**src/sv/ccpd_pkg.sv**
```systemverilog
// ----------------------------------------------------------------------------
// ccpd_pkg
// Shared types, codes and the CRC-16/CCITT-FALSE byte update for the COBS
// packet decoder.
// ----------------------------------------------------------------------------
package ccpd_pkg;

    localparam int PAYLOAD_MAX = 1024;
    localparam int DCNT_W      = $clog2(PAYLOAD_MAX) + 1;

    localparam int QDEPTH      = 2;
    localparam int QPTR_W      = (QDEPTH > 1) ? $clog2(QDEPTH) : 1;
    localparam int QCNT_W      = $clog2(QDEPTH + 1);

    localparam int IDX_W       = 10;
    localparam int HDR_W       = 24;

    localparam logic [3:0] PH_CODE = 4'd0;
    localparam logic [3:0] PH_HDR1 = 4'd1;
    localparam logic [3:0] PH_HDR2 = 4'd2;
    localparam logic [3:0] PH_HDR3 = 4'd3;
    localparam logic [3:0] PH_ID   = 4'd4;
    localparam logic [3:0] PH_OFF1 = 4'd5;
    localparam logic [3:0] PH_OFF2 = 4'd6;
    localparam logic [3:0] PH_DATA = 4'd7;
    localparam logic [3:0] PH_CRC1 = 4'd8;
    localparam logic [3:0] PH_CRC2 = 4'd9;

    localparam logic [1:0] ST_IDLE = 2'd0;
    localparam logic [1:0] ST_OK   = 2'd1;
    localparam logic [1:0] ST_ERR  = 2'd2;

    localparam logic [1:0] KIND_NONE    = 2'd0;
    localparam logic [1:0] KIND_ID      = 2'd1;
    localparam logic [1:0] KIND_PAYLOAD = 2'd2;

    localparam logic [15:0] CRC_INIT      = 16'hFFFF;
    localparam logic [15:0] CRC_POLY      = 16'h1021;
    localparam logic [7:0]  COBS_MAX_CODE = 8'hFF;

    typedef struct packed {
        logic       clear;
        logic       dropped;
        logic [7:0] data;
    } t_token;

    typedef struct packed {
        logic empty;
        logic full;
    } t_qstat;

    function automatic logic [15:0] crc16_byte(input logic [15:0] crc, input logic [7:0] b);
        logic [15:0] c;
        c = crc ^ {b, 8'h00};
        for (int i = 0; i < 8; i++) begin
            if (c[15]) begin
                c = {c[14:0], 1'b0} ^ CRC_POLY;
            end else begin
                c = {c[14:0], 1'b0};
            end
        end
        return c;
    endfunction

endpackage

```
**src/sv/cobs_crc_packet_decoder.sv**
```systemverilog
// ----------------------------------------------------------------------------
// cobs_crc_packet_decoder
// COBS deframer with header parsing and CRC-16/CCITT-FALSE check; reports
// id and payload bytes with their index, one result per received byte.
// ----------------------------------------------------------------------------
// An accepted byte is held in the token queue, then in the output register.
// Throughput: one byte per cycle unless o_stall; a 2-entry token queue sits
//   between the COBS front end and the parser so each side stalls on its own.
// Reset: synchronous, active low; clears frame state and the queue, sets
//   offsets_enabled to 1.
module cobs_crc_packet_decoder (
    input  logic        i_clk,
    input  logic        i_rst_n,
    input  logic        i_valid,
    output logic        o_stall,
    input  logic [7:0]  i_rx_byte,
    input  logic        i_cfg_we,
    input  logic        i_cfg_wdata,
    output logic        o_valid,
    input  logic        i_stall,
    output logic [1:0]  o_frame_status,
    output logic [1:0]  o_byte_kind,
    output logic [9:0]  o_byte_index,
    output logic [7:0]  o_byte_value,
    output logic [9:0]  o_payload_length,
    output logic [3:0]  o_message_type,
    output logic        o_internal_flag,
    output logic        o_offset_flag,
    output logic [3:0]  o_id_length,
    output logic        o_response_flag,
    output logic [2:0]  o_ack_number,
    output logic [15:0] o_offset_value
);
    import ccpd_pkg::*;

    logic             r_offsets_enabled;
    logic             in_accept;
    t_token           front_token;
    t_token           q_token;
    t_qstat           q_stat;
    logic             tok_pop;
    logic [HDR_W-1:0] header;

    assign o_stall   = q_stat.full;
    assign in_accept = i_valid && !q_stat.full;

    always_ff @(posedge i_clk) begin
        if (!i_rst_n) begin
            r_offsets_enabled <= 1'b1;
        end else if (i_cfg_we) begin
            r_offsets_enabled <= i_cfg_wdata;
        end
    end

    ccpd_front u_front (
        .i_clk     (i_clk),
        .i_rst_n   (i_rst_n),
        .i_accept  (in_accept),
        .i_rx_byte (i_rx_byte),
        .o_token   (front_token)
    );

    ccpd_queue u_queue (
        .i_clk   (i_clk),
        .i_rst_n (i_rst_n),
        .i_wr    (in_accept),
        .i_wdata (front_token),
        .i_rd    (tok_pop),
        .o_rdata (q_token),
        .o_stat  (q_stat)
    );

    ccpd_back u_back (
        .i_clk             (i_clk),
        .i_rst_n           (i_rst_n),
        .i_offsets_enabled (r_offsets_enabled),
        .i_tok_valid       (!q_stat.empty),
        .i_token           (q_token),
        .o_tok_pop         (tok_pop),
        .o_valid           (o_valid),
        .i_stall           (i_stall),
        .o_frame_status    (o_frame_status),
        .o_byte_kind       (o_byte_kind),
        .o_byte_index      (o_byte_index),
        .o_byte_value      (o_byte_value),
        .o_header          (header),
        .o_offset          (o_offset_value)
    );

    assign o_payload_length = header[9:0];
    assign o_message_type   = header[13:10];
    assign o_internal_flag  = header[14];
    assign o_offset_flag    = header[15];
    assign o_id_length      = header[19:16];
    assign o_response_flag  = header[20];
    assign o_ack_number     = header[23:21];

    a_status_code: assert property (@(posedge i_clk) disable iff (!i_rst_n)
        o_valid |-> (o_frame_status == ST_IDLE || o_frame_status == ST_OK ||
                     o_frame_status == ST_ERR))
        else $error("frame status out of range");

    a_no_byte_zero_fields: assert property (@(posedge i_clk) disable iff (!i_rst_n)
        (o_valid && o_byte_kind == KIND_NONE) |-> (o_byte_index == '0 && o_byte_value == '0))
        else $error("index or value set without a reported byte");

    a_ok_without_byte: assert property (@(posedge i_clk) disable iff (!i_rst_n)
        (o_valid && o_frame_status == ST_OK) |-> (o_byte_kind == KIND_NONE))
        else $error("good frame reported together with a data byte");

    a_result_latency: assert property (@(posedge i_clk) disable iff (!i_rst_n)
        (in_accept && q_stat.empty && !o_valid) |=> ##1 o_valid)
        else $error("result missing two cycles after an accepted transaction");

endmodule

```
**src/sv/ccpd_front.sv**
```systemverilog
// ----------------------------------------------------------------------------
// ccpd_front
// COBS unstuffing front end: classifies each received byte as frame clear,
// dropped code byte or decoded data byte.
// ----------------------------------------------------------------------------
module ccpd_front (
    input  logic             i_clk,
    input  logic             i_rst_n,
    input  logic             i_accept,
    input  logic [7:0]       i_rx_byte,
    output ccpd_pkg::t_token o_token
);
    import ccpd_pkg::*;

    logic [7:0] r_countdown, n_countdown;
    logic [7:0] r_last_code, n_last_code;
    t_token     token;

    always_comb begin
        n_countdown   = r_countdown;
        n_last_code   = r_last_code;
        token.clear   = 1'b0;
        token.dropped = 1'b0;
        token.data    = i_rx_byte;
        if (i_rx_byte == 8'h00) begin
            token.clear = 1'b1;
            n_countdown = 8'h00;
            n_last_code = 8'h00;
        end else if (r_countdown > 8'd1) begin
            n_countdown = r_countdown - 8'd1;
        end else begin
            n_countdown = i_rx_byte;
            n_last_code = i_rx_byte;
            if (r_last_code < COBS_MAX_CODE) begin
                token.data = 8'h00;
            end else begin
                token.dropped = 1'b1;
            end
        end
    end

    assign o_token = token;

    always_ff @(posedge i_clk) begin
        if (!i_rst_n) begin
            r_countdown <= 8'h00;
            r_last_code <= 8'h00;
        end else if (i_accept) begin
            r_countdown <= n_countdown;
            r_last_code <= n_last_code;
        end
    end

endmodule

```
**src/sv/ccpd_queue.sv**
```systemverilog
// ----------------------------------------------------------------------------
// ccpd_queue
// Short token queue between the COBS front end and the parser.
// ----------------------------------------------------------------------------
module ccpd_queue (
    input  logic             i_clk,
    input  logic             i_rst_n,
    input  logic             i_wr,
    input  ccpd_pkg::t_token i_wdata,
    input  logic             i_rd,
    output ccpd_pkg::t_token o_rdata,
    output ccpd_pkg::t_qstat o_stat
);
    import ccpd_pkg::*;

    t_token              r_mem [QDEPTH];
    logic [QPTR_W-1:0]   r_wptr;
    logic [QPTR_W-1:0]   r_rptr;
    logic [QCNT_W-1:0]   r_count;
    logic                wr_en;
    logic                rd_en;

    assign o_stat.empty = (r_count == '0);
    assign o_stat.full  = (r_count == QCNT_W'(QDEPTH));
    assign wr_en        = i_wr && !o_stat.full;
    assign rd_en        = i_rd && !o_stat.empty;
    assign o_rdata      = r_mem[r_rptr];

    always_ff @(posedge i_clk) begin
        if (wr_en) begin
            r_mem[r_wptr] <= i_wdata;
        end
    end

    always_ff @(posedge i_clk) begin
        if (!i_rst_n) begin
            r_wptr  <= '0;
            r_rptr  <= '0;
            r_count <= '0;
        end else begin
            if (wr_en) begin
                r_wptr <= (r_wptr == QPTR_W'(QDEPTH - 1)) ? '0 : r_wptr + 1'b1;
            end
            if (rd_en) begin
                r_rptr <= (r_rptr == QPTR_W'(QDEPTH - 1)) ? '0 : r_rptr + 1'b1;
            end
            if (wr_en && !rd_en) begin
                r_count <= r_count + 1'b1;
            end else if (rd_en && !wr_en) begin
                r_count <= r_count - 1'b1;
            end
        end
    end

endmodule

```
**src/sv/ccpd_back.sv**
```systemverilog
// ----------------------------------------------------------------------------
// ccpd_back
// Packet parser: header, id, offset, payload and CRC check, with the result
// output register.
// ----------------------------------------------------------------------------
module ccpd_back (
    input  logic                   i_clk,
    input  logic                   i_rst_n,
    input  logic                   i_offsets_enabled,
    input  logic                   i_tok_valid,
    input  ccpd_pkg::t_token       i_token,
    output logic                   o_tok_pop,
    output logic                   o_valid,
    input  logic                   i_stall,
    output logic [1:0]             o_frame_status,
    output logic [1:0]             o_byte_kind,
    output logic [9:0]             o_byte_index,
    output logic [7:0]             o_byte_value,
    output logic [ccpd_pkg::HDR_W-1:0] o_header,
    output logic [15:0]            o_offset
);
    import ccpd_pkg::*;

    logic [3:0]        r_phase,      n_phase;
    logic [4:0]        r_id_count,   n_id_count;
    logic [DCNT_W-1:0] r_data_count, n_data_count;
    logic [15:0]       r_crc,        n_crc;
    logic [HDR_W-1:0]  r_header,     n_header;
    logic [15:0]       r_offset,     n_offset;
    logic              r_closed,     n_closed;

    logic              r_out_valid;
    logic [1:0]        r_status,     n_status;
    logic [1:0]        r_kind,       n_kind;
    logic [IDX_W-1:0]  r_idx,        n_idx;
    logic [7:0]        r_val,        n_val;
    logic [HDR_W-1:0]  r_out_header;
    logic [15:0]       r_out_offset;

    logic              pop;
    logic [7:0]        b;
    logic [9:0]        hdr_len;
    logic [4:0]        id_inc;
    logic [DCNT_W-1:0] data_inc;

    assign pop       = i_tok_valid && (!r_out_valid || !i_stall);
    assign o_tok_pop = pop;
    assign b         = i_token.data;
    assign hdr_len   = r_header[9:0];
    assign id_inc    = r_id_count + 5'd1;
    assign data_inc  = r_data_count + 1'b1;

    always_comb begin
        n_phase      = r_phase;
        n_id_count   = r_id_count;
        n_data_count = r_data_count;
        n_crc        = r_crc;
        n_header     = r_header;
        n_offset     = r_offset;
        n_closed     = r_closed;
        n_status     = ST_IDLE;
        n_kind       = KIND_NONE;
        n_idx        = '0;
        n_val        = 8'h00;
        if (i_token.clear) begin
            n_phase      = PH_CODE;
            n_id_count   = '0;
            n_data_count = '0;
            n_crc        = CRC_INIT;
            n_header     = '0;
            n_offset     = '0;
            n_closed     = 1'b0;
        end else if (!r_closed && !i_token.dropped) begin
            if (r_phase > PH_CODE && r_phase < PH_CRC1) begin
                n_crc = crc16_byte(r_crc, b);
            end
            unique case (r_phase)
                PH_CODE: begin
                    n_phase = PH_HDR1;
                end
                PH_HDR1: begin
                    n_header[7:0] = b;
                    n_phase       = PH_HDR2;
                end
                PH_HDR2: begin
                    n_header[15:8] = b;
                    n_phase        = PH_HDR3;
                end
                PH_HDR3: begin
                    n_header[23:16] = b;
                    n_phase         = PH_ID;
                end
                PH_ID: begin
                    n_kind     = KIND_ID;
                    n_idx      = IDX_W'(r_id_count);
                    n_val      = b;
                    n_id_count = id_inc;
                    if (id_inc >= {1'b0, r_header[19:16]}) begin
                        if (r_header[15]) begin
                            if (i_offsets_enabled) begin
                                n_phase = PH_OFF1;
                            end else begin
                                n_status = ST_ERR;
                            end
                        end else if (hdr_len != 10'd0) begin
                            n_phase = PH_DATA;
                        end else begin
                            n_phase = PH_CRC1;
                        end
                    end
                end
                PH_OFF1: begin
                    n_offset = {8'h00, b};
                    n_phase  = PH_OFF2;
                end
                PH_OFF2: begin
                    n_offset = {b, r_offset[7:0]};
                    n_phase  = PH_DATA;
                end
                PH_DATA: begin
                    n_kind       = KIND_PAYLOAD;
                    n_idx        = IDX_W'(r_data_count);
                    n_val        = b;
                    n_data_count = data_inc;
                    if (32'(data_inc) >= 32'(hdr_len) || 32'(data_inc) >= 32'(PAYLOAD_MAX)) begin
                        n_phase = PH_CRC1;
                    end
                end
                PH_CRC1: begin
                    if (b == r_crc[7:0]) begin
                        n_phase = PH_CRC2;
                    end else begin
                        n_status = ST_ERR;
                    end
                end
                PH_CRC2: begin
                    n_status = (b == r_crc[15:8]) ? ST_OK : ST_ERR;
                end
                default: begin
                    n_status = ST_ERR;
                end
            endcase
            if (n_status != ST_IDLE) begin
                n_closed = 1'b1;
            end
        end
    end

    always_ff @(posedge i_clk) begin
        if (!i_rst_n) begin
            r_phase      <= PH_CODE;
            r_id_count   <= '0;
            r_data_count <= '0;
            r_crc        <= CRC_INIT;
            r_header     <= '0;
            r_offset     <= '0;
            r_closed     <= 1'b0;
            r_out_valid  <= 1'b0;
        end else begin
            if (pop) begin
                r_phase      <= n_phase;
                r_id_count   <= n_id_count;
                r_data_count <= n_data_count;
                r_crc        <= n_crc;
                r_header     <= n_header;
                r_offset     <= n_offset;
                r_closed     <= n_closed;
                r_out_valid  <= 1'b1;
            end else if (!i_stall) begin
                r_out_valid  <= 1'b0;
            end
        end
    end

    always_ff @(posedge i_clk) begin
        if (pop) begin
            r_status     <= n_status;
            r_kind       <= n_kind;
            r_idx        <= n_idx;
            r_val        <= n_val;
            r_out_header <= n_header;
            r_out_offset <= n_offset;
        end
    end

    assign o_valid        = r_out_valid;
    assign o_frame_status = r_status;
    assign o_byte_kind    = r_kind;
    assign o_byte_index   = r_idx;
    assign o_byte_value   = r_val;
    assign o_header       = r_out_header;
    assign o_offset       = r_out_offset;

endmodule

```
**config.mk**
```make
export PLATFORM = sky130hd
export DESIGN_NAME = cobs_crc_packet_decoder
export DESIGN_NICKNAME = d
export VERILOG_FILES = /design/src/sv/ccpd_pkg.sv /design/src/sv/cobs_crc_packet_decoder.sv /design/src/sv/ccpd_front.sv /design/src/sv/ccpd_queue.sv /design/src/sv/ccpd_back.sv
export SDC_FILE = /design/constraint.sdc
export NUM_CORES = 1
export LEC_CHECK = 0
export BUFFER_PORTS_ARGS = -buffer_cell sky130_fd_sc_hd__buf_2
export CAP_MARGIN = 20
export CORE_MARGIN = 5
export CORE_UTILIZATION = 30
export CTS_BUF_LIST = sky130_fd_sc_hd__clkbuf_8
export DETAILED_ROUTE_END_ITERATION = 8
export GPL_ROUTABILITY_DRIVEN = 0
export MAX_ROUTING_LAYER = met4
export PLACE_DENSITY = 0.54
export SYNTH_ARGS = -nofsm -noshare
export SYNTH_HDL_FRONTEND = slang
export SYNTH_SLANG_ARGS = --single-unit
```
**constraint.sdc**
```tcl
create_clock -name i_clk -period 3.7 [get_ports i_clk]
set_input_delay 0.185 -clock i_clk [delete_from_list [all_inputs] [get_ports i_clk]]
set_output_delay 0.185 -clock i_clk [all_outputs]
set_load 0.005 [all_outputs]
```
# == After elaboration in Yosys (flattened, before gate mapping) ==
# Memory sizes are Yosys's and may differ from the RTL's. A register that Yosys moved wholly into a read port is not among the register bits.
# Cells that the tools add are included.
# word_totals
regBits,161
ramBits,20
inputBits,14
elab_cells,191
memories,1
# op_classes
add_sub_neg,7
magnitude_cmp,7
n_eq_ne,18
mux,87
bitwise,11
reduce_logical,40
# memory_table
memory,depth,width,rd,rd_clocked_by_memory_dff,write_ports,line_no,rtl
u_queue.r_mem,2,10,1,1,1,ccpd_queue.sv:16,t_token r_mem [QDEPTH];
# op_table
cell,n
2-to-1 mux 16 bit,26
2-to-1 mux 13 bit,8
2-to-1 mux 8 bit,8
2-to-1 mux 24 bit,2
case mux 4 bit (9 select lines),1
2-to-1 mux 11 bit,3
2-to-1 mux 4 bit,8
case mux 16 bit (2 select lines),1
NOT 3 bit,8
case mux 10 bit (2 select lines),1
nonzero test 10 bit,2
2-to-1 mux 2 bit,9
2-to-1 mux 9 bit,2
"equality test 4 x 3 -> 1 bit, second input constant",4
equality test 8 bit,2
bitwise XOR 16 bit,1
2-to-1 mux 5 bit,3
nonzero test 2 bit,7
2-to-1 mux 1 bit,13
AND reduction 3 bit,4
"adder 11 x 1 -> 11 bit, second input constant",1
>= comparator 11 x 10 -> 1 bit,1
">= comparator 11 bit, second input constant",1
"!= test 3 x 2 -> 1 bit, second input constant",3
other kinds (30),51

# == Longest topological paths before layout ==
# logic_depth
word_depth,41
depth_mapped,11

# == Modules after synthesis ==
# Synthesis repeated with hierarchy kept, for this count alone.
# hier_totals
hier_cells,874
area_unflattened_um2,8722.1
# by_module_without_submodules
mod,n_inst,cells_per_inst,area_per_inst_um2,seq_area_each_um2
ccpd_back,1,699,6789.0,3423.3
ccpd_queue,1,57,945.9,700.7
ccpd_front,1,113,943.4,320.3
cobs_crc_packet_decoder,1,5,43.8,20.0

# == Worst setup path before layout ==
# Ideal clock, no wire load.
# synth_timing
path_type,reg-to-reg
start,register u_queue.r_count[0]
end,register u_back.r_header[12]
setup_time_ps,124
arrival_time_ps,3776
t_required_ps,3576
slack_ps,-199
stages_incl_launch_ff,8
n_path_buf,2
period_less_slack_ps,3899
path_cell_list,dfxtp_1 -> clkbuf_1 -> o21ai_1 -> inv_2 -> clkbuf_1 -> o21ai_1 -> a32oi_1 -> nor2b_1
# synth_between
elab_chain_cells,3
# synth_lines
element,line_no,rtl
from (decl),ccpd_queue.sv:19,logic [QCNT_W-1:0] r_count;
from (signal assigned),ccpd_queue.sv:48,r_count <= r_count + 1'b1;
from (signal assigned),ccpd_queue.sv:50,r_count <= r_count - 1'b1;
zero test 2 bit,ccpd_queue.sv:23,assign o_stat.empty = (r_count == '0);
zero test 1 bit,cobs_crc_packet_decoder.sv:77,".i_tok_valid (!q_stat.empty),"
logical AND 1 bit,ccpd_back.sv:46,assign pop = i_tok_valid && (!r_out_valid || !i_stall);
named net tok_pop,cobs_crc_packet_decoder.sv:41,logic tok_pop;
to (signal assigned),ccpd_back.sv:165,r_header <= n_header;
to (decl),ccpd_back.sv:28,"logic [HDR_W-1:0] r_header, n_header;"
# The timed path passes the listed nets, and every way through them passes these cells.
# A chain may end at the register's enable or synchronous reset.

# == Worst setup path after layout ==
# layout_timing
start,register u_back.r_data_count[0]
end,register u_back.r_phase[1]
# layout_between
elab_chain_cells,5
# layout_lines
element,line_no,rtl
from (decl),ccpd_back.sv:26,"logic [DCNT_W-1:0] r_data_count, n_data_count;"
from (signal assigned),ccpd_back.sv:163,r_data_count <= n_data_count;
adder 11 x 1 -> 11 bit (*),ccpd_back.sv:51,assign data_inc = r_data_count + 1'b1;
>= comparator 11 x 10 -> 1 bit or >= comparator 11 bit (tied branches),ccpd_back.sv:125,if (32'(data_inc) >= 32'(hdr_len) || 32'(data_inc) >= 32'(PAYLOAD_MAX)) begin
logical OR 1 bit (*),ccpd_back.sv:125,
!= test 3 x 2 -> 1 bit (no line) (*),--,
AND reduction 7 bit (no line) (*),--,
to (signal assigned),ccpd_back.sv:161,r_phase <= n_phase;
to (decl),ccpd_back.sv:24,"logic [3:0] r_phase, n_phase;"
# Every way passes the cells marked *; elsewhere a longest branch is shown, timed or not.

==> results.py <==
metrics = {
    "yosys": {
        "synth_top_family_by_area": "simple AND/OR/NAND/NOR gates",
        "synth_seq_cells": 182,
        "synthesis.instances": 830,
        "ys_warn_count": 0,
        "syn_nets": 863,
        "async_reset_ff_share_pct": 0,
        "synthSimpleGateAreaFrac_pct": 18.24,
        "synth.cell_area_um2": 8637,
        "synth.area.mux_share_pct": 3.216,
        "synth_compound_area_share_pct": 15.41,
        "synthAdderAreaFrac_pct": 2.752,
        "ys_seq_area_share_pct": 51.69,
        "synth_edf_count": 82,
        "syn_area_per_cell_um2": 10.41,
        "ys.flop_type": "dfxtp_1",
        "yosysUniqueCellTypes": 66,
        "synth_xor_area_share_pct": 5.259,
    },
    "final_layout": {
        "layout_commonest_cell": "dfxtp_1",
        "insertedDiodeCount": 0,
        "nNetsFinal": 937,
        "fin_cells": 1301,
        "layout-drive-gt1-share_pct": 16.14,
        "syn_to_final_growth_pct": 14.27,
        "mostFrequentLayoutCells": "dfxtp_1, edfxtp_1, nor2_1",
    },
    "grt": {
        "antenna_found_initial": 0,
        "grt_pass1_vias": 6240,
        "grt_start_max_net_pins": 68,
        "grt-ovfl-total": 0,
        "grt_pass1_wl_um": 35200,
        "track_usage_pct": 13.84,
    },
    "floorplanning": {
        "core_um2": 28550,
        "boundaryPins": 78,
        "die-area_um2": 32280,
        "die_height_um": 179.7,
        "die_x_um": 179.7,
        "rows": 62,
        "start_util_pct": 30.26,
    },
    "routing": {
        "first_pass_iters": 5,
        "wl_um": 21810,
        "drtAntennaViolNets": 0,
        "viasPerCell": 4.900,
        "num_vias": 6375,
        "drc_errors": 0,
        "routedWlPerCell_um": 16.76,
        "drt_iter0_markers": 682,
    },
    "flow_run": {
        "maxCapViolCount": 0,
    },
    "timing": {
        "finalCritPeriodShare_pct": 83.91,
        "worst_slew_pin_slew_ns": 0.9692,
        "hold_viol_final": 0,
        "rsz0062_at_grt": "false",
        "setup_viol": 0,
        "tns_ns": 0,
        "fmax_ghz": 0.3221,
        "min_period_ns": 3.105,
        "final-max-slew-violation-count": 0,
        "skew_ns": 0.01913,
        "slew_headroom_pct": 35.15,
        "setup_ws_ns": 0.5952,
        "holdWs_ns": 0.05474,
    },
    "clock_network": {
        "cts.path.max_buffers": 2,
        "h-tree-depth": 4,
        "path_clk_slew_ns": 0.10,
        "cts_buffers": 17,
        "cts_tree": "yes",
        "cts_resized": 0,
        "cts_sinks": 182,
        "cts_root_buf": "clkbuf_8",
        "clk_latency_ns": 0.46,
        "holdBufCountCts": 2,
        "postCtsSetupRepairBufs": 0,
    },
    "pwr": {
        "powerDensity_nw_per_um2": 748.6,
        "ir_worst_vdd_mv": 0.2546,
        "p_leak_uw": 0.003570,
        "p_total_uw": 7388,
    },
    "setup_path": {
        "crit_chain": "ha_1, and3_1, and2_1, and3_1, xor2_1, ha_1, a21o_1, a211o_1, a211oi_1, nor2_1, mux2i_1",
        "crit_path_start_kind": "flip-flop",
        "crit_path_max_incr_delay_ns": 0.43,
        "endpoint_kind": "flip-flop",
        "arrival_ns": 3.46,
        "worstSetupPathType": "reg -> reg",
        "worstPathRequired_ns": 4.06,
        "crit_fanout": 6,
        "r2r_setup_slack_ns": 0.60,
        "slowest_stage": "dfxtp_1",
    },
    "placement": {
        "dp_slack_ns": 0.6132,
        "dp_cells": 1267,
        "port_buffers": 77,
        "dpl.hpwl_um": 14740,
    },
    "outcome": {
        "status": "complete, no violations",
    },
    "worst_hold_path": {
        "hold_path_class": "in -> reg",
    },
}
## cell usage after synthesis, types with 6 or more instances
cell / instances / area share (%)
and3_1: 9 / 0.65
and2_1: 18 / 1.3
nand2_1: 46 / 2.0
o21ai_1: 6 / 0.35
mux2i_1: 16 / 1.9
nand2b_1: 14 / 1.0
xor2_1: 14 / 1.4
buf_2: 6 / 0.35
ha_1: 19 / 2.8
clkbuf_1: 29 / 1.3
nor3_1: 11 / 0.64
o21ai_0: 30 / 1.7
nor4_1: 13 / 0.94
o211a_1: 8 / 0.93
a22oi_1: 30 / 2.6
a21oi_1: 16 / 0.93
nor2_1: 81 / 3.5
nand3b_1: 6 / 0.52
edfxtp_1: 82 / 29
or3_1: 7 / 0.51
inv_1: 27 / 1.2
o22ai_1: 11 / 0.80
xnor2_1: 36 / 3.7
a32oi_1: 6 / 0.61
dfxtp_1: 100 / 23
nor2b_1: 58 / 4.2
a21boi_0: 10 / 0.87
a211oi_1: 37 / 3.2
nand3_1: 15 / 0.87
## metal layers
layer	wire length, um	track usage, %
met1	10420	18.47
met2	10110	21.66
met3	916	2.769
met4	370	3.627
met5	0	-
## power by group
group          leakage [uW]  internal [uW]  switching (uW)  total [uW]
logic               0.00177           1160            1890        3050
clock network      0.000184            548             789        1340
registers           0.00162           2730             266        3000
## critical path, delay by kind of cell (launching register included)
family	cells	cell delay, ns
fa+ha+maj	2	0.53
simple gates	4	0.81
compound gates	3	0.86
flops	1	0.43
xor+xnor	1	0.23
mux	1	0.14
## stage by stage
step	cell area (um2)	util, %
detailed placement	9470	33.17
finish	9869	34.57
global route	9869	34.57
CTS	9869	34.57
floorplan	8638	-
global placement	9470	33.17
## flip-flops by register name (all words and copies together) (netlist names), 10 cells and up, named ones only
name                 count
u_back.o_byte_index     10
u_back.r_data_count     11
u_queue.r_mem           20
u_back.r_header         24
u_back.r_crc            16
u_back.o_header         24
u_back.o_offset         16
u_back.r_offset         16
## final timing paths
| kind | startpoint | to | cells past startpoint |
|---|---|---|---|
| max | u_back.r_data_count[0] | u_back.r_phase[1] | 11 |
| min | i_rx_byte[0] | u_front.r_last_code[0] | 3 |
| max reg2reg | u_back.r_data_count[0] | u_back.r_phase[1] | 11 |
| min reg2reg | u_front.r_countdown[6] | u_front.r_countdown[6] | 2 |
## layout make-up
cell class	count	area, um2
Fill cell	2973	18680
Sequential cell	182	4464
Multi-Input combinational cell	578	3887
Timing Repair Buffer	97	553.0
Tap cell	384	480.5
Clock buffer	17	234.0
Clock inverter	15	145.1
Inverter	28	105.1
## cells by family after synthesis
group | Yosys count
AND/OR/NAND/NOR | 295
flip-flops | 182
AO/OA/AOI/OAI | 188
XOR/XNOR | 51
adder cells (fa/ha/maj) | 19
buffers and inverters | 70
multiplexers | 25
No activity file was read; power rests on OpenSTA's default activity.
